--- src/design/assert_macros.svh ---
// Assertion macros shared by the ring filter RTL.
`ifndef ASSERT_MACROS_SVH
`define ASSERT_MACROS_SVH

// Same-cycle implication, checked on every clk edge outside reset.
`define CHR_ASSERT_IMP(label, ante, cons) \
  label: assert property (@(posedge clk) disable iff (!rst_n) (ante) |-> (cons)) \
    else $error("same-cycle implication violated");

// Next-cycle implication, checked on every clk edge outside reset.
`define CHR_ASSERT_NXT(label, ante, cons) \
  label: assert property (@(posedge clk) disable iff (!rst_n) (ante) |=> (cons)) \
    else $error("next-cycle implication violated");

`endif

--- src/design/chr_csub.sv ---
// Shared compare-subtract unit for the square root, rounding and divider steps.
module chr_csub #(
  parameter int W = 25
) (
  input  logic [W-1:0] a,
  input  logic [W-1:0] b,
  output logic [W-1:0] diff,
  output logic         ge
);

  logic [W:0] full;

  // Borrow clear means a >= b
  assign full = {1'b0, a} - {1'b0, b};
  assign diff = full[W-1:0];
  assign ge   = ~full[W];

endmodule

--- config.mk ---
export PLATFORM = sky130hd
export DESIGN_NAME = chr_csub
export DESIGN_NICKNAME = d
export VERILOG_FILES = /design/src/design/assert_macros.svh /design/src/design/chr_csub.sv
export SDC_FILE = /design/constraint.sdc
export NUM_CORES = 1
export LEC_CHECK = 0
export ABC_AREA = 1
export BUFFER_PORTS_ARGS = -buffer_cell sky130_fd_sc_hd__buf_2
export CORE_MARGIN = 4
export CORE_UTILIZATION = 53
export DETAILED_ROUTE_END_ITERATION = 10
export PLACE_DENSITY = 0.85
export SETUP_SLACK_MARGIN = 0.02
export SYNTH_ARGS = -nofsm -noshare
export SYNTH_HDL_FRONTEND = slang
export SYNTH_SLANG_ARGS = --single-unit
--- constraint.sdc ---
create_clock -name vclk -period 2.3
set_clock_uncertainty 0.1 [all_clocks]
set_input_delay 0.345 -clock vclk [all_inputs]
set_output_delay 0.345 -clock vclk [all_outputs]
set_load 0.01 [all_outputs]
==> flow_summary.yaml, run 1 <==
yosys:
  netlist_area_um2: 2000
  synth.area.top_cells: "nand2_1 (32%), inv_1 (22%), ha_1 (16%), xor2_1 (5.7%), nand3_1 (4.8%)"
  ys_types: 18
  syn_nets: 492
  synthCells: 416
  synth_area_leader_cell: "nand2_1"
  synth_top_cell_area_share: 0.323
  avgSynthCellArea_um2: 4.81
  ys_top_cells_by_count: "nand2_1 (172), inv_1 (115), ha_1 (25), nor2_1 (25), nand3_1 (19)"
  yosysSeqAreaShare: 0
  yosysMostFrequentCell: "nand2_1"
  ys.warnings.count: 0
drt:
  via_count: 2593
  ant_nets: 0
  dr.pass1.iters: 4
  wl_per_cell_um: 10.8
  drt-total-wl_um: 5900
  viasPerCell: 4.77
  drtIter0Drc: 92
  drc: 0
setup_path:
  cp_data_arrival_time_ns: 1.76
  cp-end-kind: "primary output"
  cpMaxStageDelayCell: "fa_2"
  path_class: "primary input to primary output"
  cp-start-kind: "primary input"
  cp_data_required_time_ns: 1.86
  path_max_fanout: 3
  critical-path-max-stage-delay_ns: 0.35
  worstPathCellList: "buf_2 > inv_2 > ha_4 > inv_2 > fa_2 > nand2_2 > nand2_2 > and2_4 > nand3b_1 > nand3_1 > nand2_1 > nand2_1 > buf_2"
global_routing:
  met1_usage: 0.294
  grt_pass1_vias: 2531
  grt_util_met3: 0.0174
  grt_pass1_wl_um: 9890
  grtUsageMet2: 0.425
  grt_max_degree: 7
  grt_use_total: 0.236
  antenna_found_initial: 0
  gr-total-overflow: 0
  top_usage_layer: "met2"
placed_design:
  place_congestion: 0.938
  hpwl_um: 5160
  io_buffers: 76
  place_area_um2: 2470
sta:
  worstMarginPinSlew_ns: 0.222
  final.period_utilization: 0.959
  hold_viol: 0
  setup_viol: 0
  fmax_mhz: 454
  relSlewSlack: 0.852
  drv_slew: 0
  fin_crit_ns: 2.20
  rsz0062_at_grt: "true"
die:
  rows: 22
  die_w_um: 69.4
  io_pins: 76
  start_util: 0.546
  fp.dieArea_um2: 4820
  core_um2: 3660
  die_y_um: 69.4
flow_run:
  cap_violations: 0
power:
  power_frac_seq: 0
  power_leakage_nw: 1.76
  switchingPower_uw: 447
  power_frac_comb: 1.000
  peakVddDrop_v: 0.000171
  internal-power_uw: 305
  switching_share: 0.594
  power_density_nw_per_um2: 278
  clock_power_share: 0
finish:
  fin_nets: 574
  seq_cells: 0
  num_antenna_cells: 0
  area_delta_synth_final_pct: 35.3
  fin_area_um2: 2710
  seq_area_um2: 0
  clkbuf_count: 0
  drive_gt1_frac: 0.290
  fin_util: 0.739
clock_network:
  post_cts_buffers: 0
min_path:
  holdCritPathClass: "primary input to primary output"
  hold_depth: 4
run_status:
  status: "finished, final reports clean"
==> cells in the final DEF (no fill, tap or decap), drive strengths merged <==
cell type / n
a21oi: 14
and2: 2
buf: 80
fa: 1
ha: 25
inv: 115
nand2: 178
nand3: 21
nand3b: 2
nand4: 6
nor2: 34
nor3: 3
or2: 2
xor2: 13
==> cell type report <==
class	count	area (µm²)
tap	48	60.1
multi-input combinational	301	1800
timing repair buffer	80	410
inverter	115	432
fill	333	956
==> worst paths after layout <==
kind                  from        to
worst min-delay path  b[0]   diff[0]
worst max-delay path  a[0]  diff[20]
==> routing by layer <==
metal / vias up / share of wire
li1: 1383 / -
met1: 1141 / 0.44
met2: 57 / 0.50
met3: 12 / 0.044
met4: 0 / 0.016
met5: - / 0
==> power groups by stage <==
stage          clock, mW  combinational, mW  sequential [mW]
2_1_floorplan          0              0.443                0
3_3_place_gp           0              0.657                0
3_5_place_dp           0              0.671                0
4_1_cts                0              0.683                0
5_1_grt                0              0.845                0
6_report               0              0.752                0
==> cell families after synthesis <==
family	synth area share
AND/OR/NAND/NOR	0.526
buffers and inverters	0.216
adder cells (fa/ha/maj)	0.166
AO/OA/AOI/OAI	0.0350
XOR/XNOR	0.0569
==> per-stage QoR <==
stage	cells	hold slack [ns]	setup WS, ns	power [mW]	setup TNS, ns
after floorplan	416	0.738	0.239	0.443	0
after global placement	544	0.925	0.0166	0.657	0
after detailed placement	544	0.948	-0.0595	0.671	-0.210
after CTS	544	0.972	0.0456	0.683	0
after global routing	544	0.994	-0.0271	0.845	-0.0301
final	544	0.977	0.0952	0.752	0
==> worst max-delay path: cells and delay by family <==
family / cells / cell delay [ns]
buf+inv: 4 / 0.32
simple gates: 7 / 0.61
fa+ha+maj: 2 / 0.47
==> repair_timing <==
item                                   in CTS  in global routing
endpoints found under the hold margin       0                  0
hold buffers                                0                  0
resized for setup                          10                 51
setup endpoints to repair                   8                 15
pin swaps                                   6                  4
Power figures use the tool's default switching activity.
==> inputs of run 2 (changes only) <==
CORE_MARGIN = unset   (was 4)
REMOVE_ABC_BUFFERS = 1   (was unset)
==> flow_summary.yaml, run 2 (synthesis results as in run 1) <==
drt:
  ant_nets: 0
  viasPerCell: 4.86
  via_count: 2645
  drt-total-wl_um: 5710
  drc: 0
  dr.pass1.iters: 4
  wl_per_cell_um: 10.5
  drtIter0Drc: 116
sta:
  fmax_mhz: 451
  worstMarginPinSlew_ns: 0.228
  setup_viol: 0
  holdWs_ns: 0.963
  hold_viol: 0
  rsz0062_at_grt: "true"
  final.period_utilization: 0.964
  relSlewSlack: 0.848
  fin_crit_ns: 2.22
  drv_slew: 0
finish:
  layout_common_cells: "nand2_1 (160), inv_1 (113), buf_2 (75)"
  clkbuf_count: 0
  seq_area_um2: 0
  num_antenna_cells: 0
  multiInputGateArea_um2: 1730
  fin_util: 0.767
  drive_gt1_frac: 0.271
  final_common_cell: "nand2_1"
  area_delta_synth_final_pct: 33.0
  fin_nets: 576
  n_fill_cell: 335
  seq_cells: 0
setup_path:
  worstPathCellList: "buf_6 > inv_4 > ha_4 > inv_4 > fa_2 > nand2_2 > nand2_2 > and2_4 > nand3b_1 > nand3_1 > nand2_1 > nand2_1 > buf_2"
  cp-start-kind: "primary input"
  crit_family: "simple AND/OR/NAND/NOR gates"
  cp_data_required_time_ns: 1.86
  worst-path-buf-inv: 4
  cp-end-kind: "primary output"
  path_class: "primary input to primary output"
  cpMaxStageDelayCell: "fa_2"
  path_max_fanout: 3
  critical-path-max-stage-delay_ns: 0.40
  cp_data_arrival_time_ns: 1.77
power:
  power_leakage_nw: 1.77
  peakVddDrop_v: 0.000163
  total_power_uw: 735
  power_density_nw_per_um2: 276
global_routing:
  met1_usage: 0.368
  grt_pass1_wl_um: 9200
  grt_util_met3: 0.00725
  grtUsageMet2: 0.487
  grt_use_total: 0.275
  grt_pass1_vias: 2329
  antenna_found_initial: 0
  top_usage_layer: "met2"
  gr-total-overflow: 0
  grt_max_degree: 7
die:
  core_um2: 3470
  die_y_um: 63.4
  start_util: 0.576
  io_pins: 76
  fp.dieArea_um2: 4020
  rows: 21
  die_w_um: 63.4
placed_design:
  hpwl_um: 4820
  place_congestion: 0.911
  io_buffers: 76
min_path:
  holdCritPathClass: "primary input to primary output"
  holdPathEnd: "diff[0]"
  hold_depth: 4
  hold_start: "b[0]"
flow_run:
  cap_violations: 0
clock_network:
  holdBufCountCts: 0
run_status:
  status: "finished, final reports clean"
==> run 2: layout make-up <==
class	count	share of cell area
inverter	115	0.164
multi-input combinational	301	0.652
tap	46	0.0216
timing repair buffer	82	0.162
==> run 2: worst max-delay path by stage <==
stage           from        to  slack [ns]  depth (start not counted)
3_3_place_gp    a[0]  diff[20]        0.01                         13
2_1_floorplan   a[0]  diff[16]        0.24                         11
4_1_cts         a[0]  diff[22]        0.04                         14
3_5_place_dp    a[0]  diff[22]       -0.02                         14
6_report        a[0]  diff[20]        0.08                         13
5_1_grt        b[12]  diff[20]       -0.03                         12
==> run 2: tightest hold or removal path: stages <==
cell and delay [ns]:
buf_2 0.10, ha_4 0.12, inv_1 0.03, buf_2 0.12
==> run 2: what timing repair did <==
| action | in CTS | in global routing |
|---|---|---|
| setup endpoints to repair | 7 | 17 |
| pin swaps | 0 | 9 |
| gates cloned | 0 | 0 |
| setup buffers | 0 | 1 |
| resized for setup | 1 | 48 |
==> run 2: layer usage <==
layer | up-vias | share of wire
li1 | 1386 | -
met2 | 83 | 0.49
met4 | 0 | 0.012
met5 | - | 0
met3 | 10 | 0.050
met1 | 1166 | 0.45
==> run 2: per-stage QoR <==
stage	instances	worst slack [ns]	TNS, ns	area [µm²]
global placement	543	0.0134	0	2470
floorplan	416	0.239	0	2000
CTS	543	0.0384	0	2480
global route	544	-0.0281	-0.0604	2660
detailed placement	543	-0.0228	-0.0397	2470
finish	544	0.0817	0	2660
==> run 2: power breakdown <==
group | total (mW) | switching [mW] | leakage, nW | internal (mW)
Clock | 0 | 0 | 0 | 0
Sequential | 0 | 0 | 0 | 0
Combinational | 0.735 | 0.439 | 1.77 | 0.296
